## config.mk

```make
export PLATFORM = sky130hd
export DESIGN_NAME = exception_table_varint_decoder
export DESIGN_NICKNAME = d
export VERILOG_FILES = /design/src/sv/etvd_pkg.sv /design/src/sv/exception_table_varint_decoder.sv
export VERILOG_INCLUDE_DIRS = /design/src /design/src/sv
export SDC_FILE = /design/constraint.sdc
export NUM_CORES = 1
export LEC_CHECK = 0
export ABC_AREA = 1
export CORE_UTILIZATION = 66
export CTS_BUF_LIST = sky130_fd_sc_hd__clkbuf_8
export DETAILED_ROUTE_END_ITERATION = 8
export DONT_BUFFER_PORTS = 1
export MAX_ROUTING_LAYER = met4
export PLACE_DENSITY = 0.87
export SLEW_MARGIN = 20
export SYNTH_ARGS = -nofsm -noshare
export SYNTH_HDL_FRONTEND = slang
export SYNTH_SLANG_ARGS = --single-unit
export TNS_END_PERCENT = 50
```

## constraint.sdc

```tcl
create_clock -name aclk -period 7.8 [get_ports aclk]
set_input_delay 0.78 -clock aclk [delete_from_list [all_inputs] [get_ports aclk]]
set_output_delay 0.78 -clock aclk [all_outputs]
set_load 0.03 [all_outputs]
```

## src/sv/exception_table_varint_decoder_macros.svh

```systemverilog
// Assertion helpers for the exception table decoder.
`ifndef EXCEPTION_TABLE_VARINT_DECODER_MACROS_SVH
`define EXCEPTION_TABLE_VARINT_DECODER_MACROS_SVH

// Same-cycle implication, checked out of reset.
`define ETVD_ASSERT_NOW(label, ante, cons, msg) \
    label: assert property (@(posedge aclk) disable iff (!aresetn) \
        (ante) |-> (cons)) else $error(msg);

// Next-cycle implication, checked out of reset.
`define ETVD_ASSERT_NEXT(label, ante, cons, msg) \
    label: assert property (@(posedge aclk) disable iff (!aresetn) \
        (ante) |=> (cons)) else $error(msg);

`endif

```

## src/sv/etvd_pkg.sv

```systemverilog
package etvd_pkg;

    // default accumulator width
    localparam int VALUE_BITS_DEF = 30;

    // varint byte layout
    localparam int PAYLOAD_BITS = 6;
    localparam int MORE_BIT     = 6;

    // entry field positions
    localparam logic [1:0] FLD_START  = 2'd0;
    localparam logic [1:0] FLD_LENGTH = 2'd1;
    localparam logic [1:0] FLD_TARGET = 2'd2;
    localparam logic [1:0] FLD_DEPTH  = 2'd3;

    typedef enum logic [1:0] {
        ST_OK    = 2'd0,
        ST_TRUNC = 2'd1,
        ST_OVF   = 2'd2
    } status_t;

    typedef struct packed {
        logic        push_lasti;
        logic [28:0] stack_depth;
        logic [30:0] handler_target;
        logic [31:0] range_end;
        logic [30:0] range_start;
        status_t     status;
    } result_t;

endpackage

```

## src/sv/exception_table_varint_decoder.sv

```systemverilog
// Exception table varint decoder, one table byte per transaction.
// A result is registered on m_* from the byte that completes it, or held in the skid stage while m_* stalls.
// Throughput: one byte per cycle while the skid stage is empty; the accumulate/shift step and field counter
// are combinational, and a two-deep output (register plus skid) absorbs stalls.
// Reset (aresetn low, synchronous): decode state, field counter and both
// output valids clear; result payload registers are not reset.
`include "exception_table_varint_decoder_macros.svh"

module exception_table_varint_decoder #(
    parameter int VALUE_BITS = etvd_pkg::VALUE_BITS_DEF
) (
    input  logic         aclk,
    input  logic         aresetn,
    // slave side
    input  logic         s_tvalid,
    output logic         s_tready,
    input  logic [7:0]   s_tdata,   // [7:0] table_byte
    input  logic         s_tlast,   // end_of_table
    // master side
    output logic         m_tvalid,
    input  logic         m_tready,
    output logic [127:0] m_tdata,   // [30:0] range_start, [62:31] range_end,
                                    // [93:63] handler_target, [122:94] stack_depth,
                                    // [123] push_lasti, [127:124] zero
    output logic [1:0]   m_tuser    // [1:0] status
);

    import etvd_pkg::*;

    // decode state
    logic [VALUE_BITS-1:0] acc_reg, acc_next;
    logic [1:0]            field_idx_reg, field_idx_next;
    logic [VALUE_BITS-1:0] saved_start_reg, saved_start_next;
    logic [VALUE_BITS-1:0] saved_length_reg, saved_length_next;
    logic [VALUE_BITS-1:0] saved_target_reg, saved_target_next;
    logic                  ovf_reg, ovf_next;

    // output register and skid stage
    logic    m_valid_reg, m_valid_next;
    result_t m_data_reg, m_data_next;
    logic    skid_valid_reg, skid_valid_next;
    result_t skid_data_reg, skid_data_next;

    logic                  s_acc;
    logic                  more;
    logic [VALUE_BITS-1:0] acc_or;
    logic                  ovf_hit;
    logic                  entry_done;
    logic                  mid_after;
    logic                  res_trunc;
    logic                  res_fire;
    logic [31:0]           start_x2;
    logic [31:0]           length_x2;
    logic [31:0]           target_x2;
    result_t               res;

    assign s_tready = !skid_valid_reg;
    assign s_acc    = s_tvalid && s_tready;

    // merge payload bits and test for overflow before the continuation shift
    assign more    = s_tdata[MORE_BIT];
    assign acc_or  = acc_reg | VALUE_BITS'(s_tdata[PAYLOAD_BITS-1:0]);
    assign ovf_hit = |(acc_or >> (VALUE_BITS - PAYLOAD_BITS));

    assign entry_done = !more && (field_idx_reg == FLD_DEPTH);
    assign mid_after  = more || (field_idx_reg != FLD_DEPTH);
    assign res_trunc  = s_tlast && !entry_done && mid_after;
    assign res_fire   = entry_done || res_trunc;

    // result fields
    assign start_x2  = 32'(saved_start_reg) << 1;
    assign length_x2 = 32'(saved_length_reg) << 1;
    assign target_x2 = 32'(saved_target_reg) << 1;

    always_comb begin
        res = '0;
        if (res_trunc) begin
            res.status = ST_TRUNC;
        end else if (ovf_reg) begin
            res.status = ST_OVF;
        end else begin
            res.status         = ST_OK;
            res.range_start    = start_x2[30:0];
            res.range_end      = start_x2 + length_x2;
            res.handler_target = target_x2[30:0];
            res.stack_depth    = 29'(acc_or >> 1);
            res.push_lasti     = acc_or[0];
        end
    end

    // decode state update
    always_comb begin
        acc_next          = acc_reg;
        field_idx_next    = field_idx_reg;
        saved_start_next  = saved_start_reg;
        saved_length_next = saved_length_reg;
        saved_target_next = saved_target_reg;
        ovf_next          = ovf_reg;
        if (s_acc) begin
            if (s_tlast) begin
                acc_next          = '0;
                field_idx_next    = FLD_START;
                saved_start_next  = '0;
                saved_length_next = '0;
                saved_target_next = '0;
                ovf_next          = 1'b0;
            end else if (more) begin
                acc_next = acc_or << PAYLOAD_BITS;
                ovf_next = ovf_reg | ovf_hit;
            end else begin
                acc_next       = '0;
                field_idx_next = field_idx_reg + 2'd1;
                case (field_idx_reg)
                    FLD_START:  saved_start_next  = acc_or;
                    FLD_LENGTH: saved_length_next = acc_or;
                    FLD_TARGET: saved_target_next = acc_or;
                    default:    ovf_next          = 1'b0;
                endcase
            end
        end
    end

    // output register with skid stage behind it
    always_comb begin
        m_valid_next    = m_valid_reg;
        m_data_next     = m_data_reg;
        skid_valid_next = skid_valid_reg;
        skid_data_next  = skid_data_reg;
        if (!m_valid_reg || m_tready) begin
            if (skid_valid_reg) begin
                m_valid_next    = 1'b1;
                m_data_next     = skid_data_reg;
                skid_valid_next = 1'b0;
            end else if (s_acc && res_fire) begin
                m_valid_next = 1'b1;
                m_data_next  = res;
            end else begin
                m_valid_next = 1'b0;
            end
        end else if (s_acc && res_fire) begin
            skid_valid_next = 1'b1;
            skid_data_next  = res;
        end
    end

    always_ff @(posedge aclk) begin
        if (!aresetn) begin
            acc_reg          <= '0;
            field_idx_reg    <= FLD_START;
            saved_start_reg  <= '0;
            saved_length_reg <= '0;
            saved_target_reg <= '0;
            ovf_reg          <= 1'b0;
            m_valid_reg      <= 1'b0;
            skid_valid_reg   <= 1'b0;
        end else begin
            acc_reg          <= acc_next;
            field_idx_reg    <= field_idx_next;
            saved_start_reg  <= saved_start_next;
            saved_length_reg <= saved_length_next;
            saved_target_reg <= saved_target_next;
            ovf_reg          <= ovf_next;
            m_valid_reg      <= m_valid_next;
            skid_valid_reg   <= skid_valid_next;
        end
        m_data_reg    <= m_data_next;
        skid_data_reg <= skid_data_next;
    end

    assign m_tvalid = m_valid_reg;
    assign m_tdata  = {4'b0000, m_data_reg.push_lasti, m_data_reg.stack_depth,
                       m_data_reg.handler_target, m_data_reg.range_end,
                       m_data_reg.range_start};
    assign m_tuser  = m_data_reg.status;

    // checks
    `ETVD_ASSERT_NOW(a_skid_behind_out, skid_valid_reg, m_valid_reg,
        "skid stage holds a result while output register is empty")
    `ETVD_ASSERT_NEXT(a_last_clears_state, s_acc && s_tlast,
        (field_idx_reg == FLD_START) && (acc_reg == '0) && !ovf_reg,
        "decode state not cleared after end of table")
    `ETVD_ASSERT_NEXT(a_stalled_result_kept, m_valid_reg && !m_tready && s_acc && res_fire,
        skid_valid_reg && m_valid_reg,
        "result lost while output stalled")
    `ETVD_ASSERT_NOW(a_error_zero_payload,
        m_valid_reg && (m_data_reg.status != ST_OK), m_tdata == '0,
        "error result carries nonzero payload")

endmodule
```

==> results.ini, run 1 <==
[run_status]
outcome = complete, no violations

[power_and_ir_drop]
ir_drop_mv = 0.192
powerDensity_nw_per_um2 = 223
leakage_nw = 7.37

[routing]
wl_per_cell_microns = 17.3
wl_microns = 38100
drt_first_pass_iters = 6
drcViolationCount = 0
via_per_inst = 5.53
antenna_left = 0
vias = 12192
drtIter0Drc = 1309

[synthesis]
ys_ff_latch = 365
synth.avg_cell_area_sq_um = 8.80
ys_top_cells_by_area = edfxtp_1 45%, nand2_1 15%, dfxtp_1 15%
synthCells = 1849
yosysTopAreaCellShare_pct = 45.4
synth_edf_count = 246
yosysWarnings = 0
ys.flop_type = edfxtp_1
async_flop_share_pct = 0
yosysUniqueCellTypes = 35
syn_area_sq_um = 16300
seq_area_frac_synth_pct = 60.1
synth_top_area_cell = edfxtp_1

[critical_path]
endpoint_kind = register
cpMostUsedCell = buf_4
reg2reg_slack_ns = 3.90
crit_chain = inv_4 > nand2_2 > a21oi_1 > nor2_1 > nor2_4 > buf_4 > buf_4
crit_arrival_ns = 4.11
timing_worst_setup_path_type = reg -> reg
critical-path-slowest-cell = buf_4
worst-path-buf-inv = 3
critPathMaxFanout = 73
startpoint_type = register
required_ns = 8.00
cp-startpoint = skid_valid_reg
crit_family = buffers and inverters
crit_path_max_incr_delay_ns = 0.77
rr_startpoint = skid_valid_reg

[global_route]
grt_pass1_wl_microns = 60000
grt.overflow.total = 0
grt_max_degree = 78
grt_util_all_layers_pct = 31.3
antenna_found_initial = 0
grt_pass1_vias = 11560

[clock_network]
cts_buffer_depth = 3
cts_root_buf = clkbuf_8
cts_resized = 0
tritoncts = done
cts_buffers = 53
cts_sinks = 365
cts_max_level = 2
postCtsSetupBuffers = 0
cts.hold.buffers_added = 0
clk_latency_ns = 0.59
cts.clk_slew.worst_paths_ns = 0.07

[final_layout]
finish.utilization_pct = 71.9
final_nets = 1884
syn2layout_area_growth_pct = 7.15
largest_reg_flops = 123
fin_area_sq_um = 17400
n_antenna_cell = 0
layout-drive-gt1-share_pct = 5.53

[floorplanning]
num_rows = 57
die_w_microns = 159
die_area_sq_um = 25300
coreArea_sq_um = 24200
initial_utilization_pct = 67.1
die_h_microns = 159
ios = 145

[timing]
hold_violations = 0
setup_slack_ns = 3.90
slew_headroom_pct = 30.1
setup_tns_ns = 0
clock.fmax_mhz = 256
setup_violations = 0
worstMarginPinSlew_ns = 1.05
final.period_utilization_pct = 50.0
period_minus_slack_ns = 3.90
slew_viol_final = 0
skew_ns = 0.0257
rsz0062_at_grt = false

[place]
place_area_sq_um = 16400
routabilityCongestion = 0.953
pre_cts_ws_ns = 3.92
dp_hpwl_microns = 26000
numPortBuffers = 0

[run]
max-cap-violations = 0

[hold_path]
hp-class = in -> reg
hold_path_startpoint = aresetn

## layout by cell type (no fill, tap or decap), types with 2 or more instances in the layout
| cell type | count |
|---|---|
| nor2_4 | 3 |
| clkinvlp_4 | 2 |
| o21ai_0 | 52 |
| clkinv_1 | 9 |
| inv_1 | 207 |
| nor3_1 | 7 |
| inv_4 | 2 |
| dfxtp_1 | 118 |
| xnor2_1 | 2 |
| o21bai_1 | 3 |
| o21ai_2 | 2 |
| inv_2 | 5 |
| nand3b_1 | 4 |
| clkbuf_8 | 63 |
| clkinv_2 | 9 |
| edfxtp_1 | 246 |
| a21oi_4 | 2 |
| and3_1 | 11 |
| a21oi_1 | 147 |
| o21ai_1 | 28 |
| nand3_1 | 37 |
| conb_1 | 7 |
| buf_4 | 11 |
| nand4_1 | 14 |
| nand2_1 | 666 |
| ha_1 | 35 |
| nor2_1 | 176 |
## cells by family (layout without fill, tap and decap cells)
group | count (synthesis) | after routing | synth area share [%]
adders and majority gates | 36 | 36 | 2.82
DFF | 365 | 365 | 60.1
AOI/OAI and AO/OA | 239 | 239 | 7.67
other | 1 | 7 | 0.0231
and+or+nand+nor | 920 | 920 | 22.1
xor gates and xnor gates | 3 | 3 | 0.162
buffers and inverters | 285 | 309 | 7.13
## area by class of cell
type / instances / area (sq um)
fillers: 1793 / 6820
multi-input cells: 1205 / 5380
clock inverters: 36 / 166
clock buffers: 63 / 867
repair buffers: 11 / 82.6
inverters: 199 / 752
flip-flops and latches: 365 / 9770
well taps: 324 / 405
## report_power, final
group	switching, mW	leakage, nW	internal [mW]	total, mW
Clock	0.714	0.590	0.739	1.45
Sequential	0.0914	3.31	2.13	2.22
Combinational	0.162	3.46	0.0571	0.219
Total	0.967	7.37	2.93	3.89
## layer usage
layer | part of all wire, % | global-route usage (%) | up-vias | wire, microns
li1 | - | - | 5905 | -
met2 | 45 | 47.4 | 537 | 17100
met1 | 43 | 41.5 | 5654 | 16300
met3 | 9.1 | 7.48 | 96 | 3470
met5 | 0 | - | - | 0
met4 | 3.3 | 11.3 | 0 | 1250
## worst reg2reg max path, delay by kind of cell, from the launching register on
| family | cells | cell delay [ns] |
|---|---|---|
| buffers and inverters | 3 | 1.75 |
| AO/OA/AOI/OAI | 1 | 0.36 |
| AND/OR/NAND/NOR | 3 | 0.74 |
| flip-flops | 1 | 0.55 |
## synth_stat cells, drive strengths merged, types with 3 or more instances
library cell	count
a21oi	149
and3	11
buf	41
clkbuf	45
dfxtp	119
edfxtp	246
ha	35
inv	199
nand2	667
nand3	37
nand3b	4
nand4	14
nor2	179
nor3	7
o21ai	83
o21bai	3
## stage by stage
stage / instances / hold slack (ns) / total power, mW
CTS: 2203 / 0.303 / 3.90
detailed placement: 2104 / 0.446 / 2.48
floorplan: 1855 / 0.430 / 2.43
finish: 2203 / 0.328 / 3.89
global route: 2203 / 0.313 / 4.03
global placement: 2104 / 0.438 / 2.47
## worst paths after layout
path | end | cells after the start
max | m_tdata[28] | 7
min | saved_target_reg[25] | 2
max reg2reg | m_tdata[28] | 7
min reg2reg | saved_target_reg[9] | 2
Power figures use the tool's default switching activity.
==> inputs of run 2 (changes only) <==
--- a/config.mk
+++ b/config.mk
@@ -6,7 +6,7 @@
 export SDC_FILE = /design/constraint.sdc
 export NUM_CORES = 1
 export LEC_CHECK = 0
-export ABC_AREA = 1
+export ABC_AREA = 0
 export CORE_UTILIZATION = 66
 export CTS_BUF_LIST = sky130_fd_sc_hd__clkbuf_8
 export DETAILED_ROUTE_END_ITERATION = 8
==> constraint.sdc (replaced) <==
create_clock -name aclk -period 3.91 [get_ports aclk]
set_input_delay 0.391 -clock aclk [delete_from_list [all_inputs] [get_ports aclk]]
set_output_delay 0.391 -clock aclk [all_outputs]
set_load 0.03 [all_outputs]
==> run 2 against run 1 <==
Compared with the run above:
- via count shrank 17%
- total power is 94% higher
- synthesized cell count down 26%
- highest routed layer unchanged
- critical path type unchanged
- area after synthesis decreased by 1.7%
- count of clock-buffer cells in the layout rose by 1
- sequential share of layout area up 0.25 points
- clock skew down 0.0057 ns
- fmax is 31% higher
- hold slack got worse by 0.29 ns
- worst setup slack got worse by 3.0 ns
- routed wire length shrank 10%
==> results.ini, run 2 <==
[global_route]
grt.overflow.total = 0  ; unchanged
grt_max_degree = 120  ; was 78
grt_pass1_vias = 9726  ; was 11560
grt_pass1_wl_microns = 53200  ; was 60000 microns
antenna_found_initial = 0  ; unchanged
grt_util_all_layers_pct = 28.9  ; was 31.3%

[timing]
setup_tns_ns = 0  ; unchanged
setup_violations = 0  ; unchanged
period_minus_slack_ns = 2.98  ; was 3.90 ns
rsz0062_at_grt = false  ; unchanged
skew_ns = 0.0200  ; was 0.0257 ns
slew_headroom_pct = 23.7  ; was 30.1%
final.period_utilization_pct = 76.1  ; was 50.0%
hold_violations = 0  ; unchanged
slew_viol_final = 0  ; unchanged
clock.fmax_mhz = 336  ; was 256 MHz
setup_slack_ns = 0.934  ; was 3.90 ns
worstMarginPinSlew_ns = 1.14  ; was 1.05 ns

[critical_path]
timing_worst_setup_path_type = reg -> reg  ; unchanged
crit_chain = ha_1 > inv_1 > fa_1 > nor2b_1 > o2111a_1 > o2111ai_1 > a211oi_2 > a21boi_1 > xor2_1 > o21ai_0  ; was inv_4 > nand2_2 > a21oi_1 > nor2_1 > nor2_4 > buf_4 > buf_4
required_ns = 4.21  ; was 8.00 ns
startpoint_type = register  ; unchanged
endpoint_kind = register  ; unchanged
crit_path_max_incr_delay_ns = 0.43  ; was 0.77 ns
crit_arrival_ns = 3.27  ; was 4.11 ns
critical-path-slowest-cell = a211oi_2  ; was buf_4
critPathMaxFanout = 4  ; was 73

[power_and_ir_drop]
powerDensity_nw_per_um2 = 435  ; was 223 nW/um^2
leakage_nw = 6.29  ; was 7.37 nW
ir_drop_mv = 0.342  ; was 0.192 mV

[synthesis]
synth_compound_area_share_pct = 10.4  ; was 7.67%
synthCells = 1364  ; was 1849
synth_top_family_by_area = simple AND/OR/NAND/NOR gates  ; unchanged
synth_edf_count = 246  ; unchanged
yosysUniqueCellTypes = 65  ; was 35
ys.flop_type = edfxtp_1  ; unchanged
yosys.area_share.xor_xnor_pct = 1.32  ; was 0.162%
seq_area_frac_synth_pct = 61.1  ; was 60.1%
yosysTopAreaCellShare_pct = 46.2  ; was 45.4%
yosysMostFrequentCell = nand2_1  ; unchanged
async_flop_share_pct = 0  ; unchanged
synth_common_cells = 260 x nand2_1, 246 x edfxtp_1, 119 x dfxtp_1, 109 x a21boi_0, 96 x mux2_2  ; was 666 x nand2_1, 246 x edfxtp_1, 192 x inv_1, 178 x nor2_1, 147 x a21oi_1
syn_area_sq_um = 16000  ; was 16300 sq um
synth-simple-area-share_pct = 14.8  ; was 22.1%
synth.avg_cell_area_sq_um = 11.7  ; was 8.80 sq um
yosysWarnings = 0  ; unchanged
synth_top_area_cell = edfxtp_1  ; unchanged
ys_ff_latch = 365  ; unchanged
yosys.area_share.adder_pct = 2.87  ; was 2.82%
ys_top_cells_by_area = edfxtp_1 46%, dfxtp_1 15%, mux2_2 6.8%  ; was edfxtp_1 45%, nand2_1 15%, dfxtp_1 15%
muxShareOfSynthArea_pct = 6.83  ; was 0%

[floorplanning]
num_rows = 56  ; was 57
coreArea_sq_um = 23600  ; was 24200 sq um
die_area_sq_um = 24800  ; was 25300 sq um
die_w_microns = 158  ; was 159 microns
initial_utilization_pct = 67.7  ; was 67.1%
ios = 145  ; unchanged
die_h_microns = 158  ; was 159 microns

[routing]
via_per_inst = 5.88  ; was 5.53
drt_first_pass_iters = 5  ; was 6
wl_per_cell_microns = 19.8  ; was 17.3 microns
drcViolationCount = 0  ; unchanged
vias = 10153  ; was 12192
drtIter0Drc = 904  ; was 1309
wl_microns = 34100  ; was 38100 microns
antenna_left = 0  ; unchanged

[run_status]
outcome = complete, no violations  ; unchanged

[final_layout]
n_antenna_cell = 0  ; unchanged
final_nets = 1411  ; was 1884
layout-drive-gt1-share_pct = 14.5  ; was 5.53%
final_common_cell = nand2_1  ; unchanged
syn2layout_area_growth_pct = 8.52  ; was 7.15%
fin_cells = 1726  ; was 2203
final_cell_mix = 260 x nand2_1, 246 x edfxtp_1, 119 x dfxtp_1, 109 x a21boi_0, 96 x mux2_2  ; was 666 x nand2_1, 246 x edfxtp_1, 207 x inv_1, 176 x nor2_1, 147 x a21oi_1
largest_reg_flops = 123  ; unchanged

[hold_path]
hp-class = in -> reg  ; unchanged

[clock_network]
cts_sinks = 365  ; unchanged
cts_max_level = 2  ; unchanged
cts_buffer_depth = 3  ; unchanged
cts_buffers = 55  ; was 53
cts.clk_slew.worst_paths_ns = 0.06  ; was 0.07 ns
tritoncts = done  ; unchanged
clk_latency_ns = 0.59  ; about the same
cts_root_buf = clkbuf_8  ; unchanged
postCtsSetupBuffers = 0  ; unchanged

[place]
pre_cts_ws_ns = 0.974  ; was 3.92 ns
routabilityCongestion = 0.910  ; was 0.953
dp_hpwl_microns = 21900  ; was 26000 microns
numPortBuffers = 0  ; unchanged
dp_cells = 1616  ; was 2104

[run]
max-cap-violations = 0  ; unchanged

## run 2: cell types whose count changed after synthesis, moves of 44 or more
cell,delta
nand2_1,-406
inv_1,-179
nor2_1,-133
a21oi_1,-113
a21boi_0,+109
mux2_2,+96
and2_1,+92
nor2b_1,+44
## run 2: area by class of cell
type                       count  area, sq um
clock inverter                38          196
tap                          319          399
clock buffer                  64          881
timing repair buffer          22          203
multi-input combinational    904         5840
inverter                      14         55.1
sequential                   365         9770
fill                        1587         6270
## run 2: final timing paths
path,start,endpoint,slack [ns],cells past startpoint
setup / recovery,saved_start_reg[0],m_tdata[56],0.93,10
hold / removal,s_tdata[0],skid_data_reg[125],0.03,1
setup reg to reg,saved_start_reg[0],m_tdata[56],0.93,10
hold reg to reg,saved_target_reg[3],saved_target_reg[3],0.46,2
## run 2: metal layers
metal	wire length [microns]	GRT usage [%]	vias up
met1	14900	38.9	4907
li1	-	-	4792
met3	2140	4.93	69
met4	1070	11.1	0
met5	0	-	-
met2	16000	44.0	385
## run 2: timing repair
action | 4_1_cts | 5_1_grt
hold buffers | 8 | 0
hold endpoints to repair | 119 | 0
resized for setup | 0 | 0
## run 2: report_power, final
part | switching (mW) | internal [mW]
sequential | 0.134 | 4.18
combinational | 0.183 | 0.0677
clock | 1.42 | 1.56
total | 1.74 | 5.81
## run 2: kinds of logic after synthesis
family,Yosys count
AND/OR/NAND/NOR,503
XOR/XNOR,24
multiplexers,97
buffers and inverters,101
adder cells (fa/ha/maj),36
other,1
flip-flops,365
AO/OA/AOI/OAI,237
## run 2: critical path: cells and delay by family, from the launching register on
family          cells  cell delay (ns)
compound gates      5             1.16
simple gates        1             0.17
xor+xnor            1             0.26
flops               1             0.36
buf+inv             1             0.08
fa+ha+maj           2             0.66
## run 2: stage by stage
step / hold WS (ns) / area [sq um] / total power [mW] / util, %
after floorplan: 0.439 / 16000 / 4.58 / -
after global routing: 0.0227 / 17300 / 7.79 / 73.4
final: 0.0334 / 17300 / 7.55 / 73.4
after CTS: 0.00757 / 17300 / 7.59 / 73.4
after detailed placement: 0.452 / 16200 / 4.62 / 68.5
after global placement: 0.448 / 16200 / 4.61 / 68.5
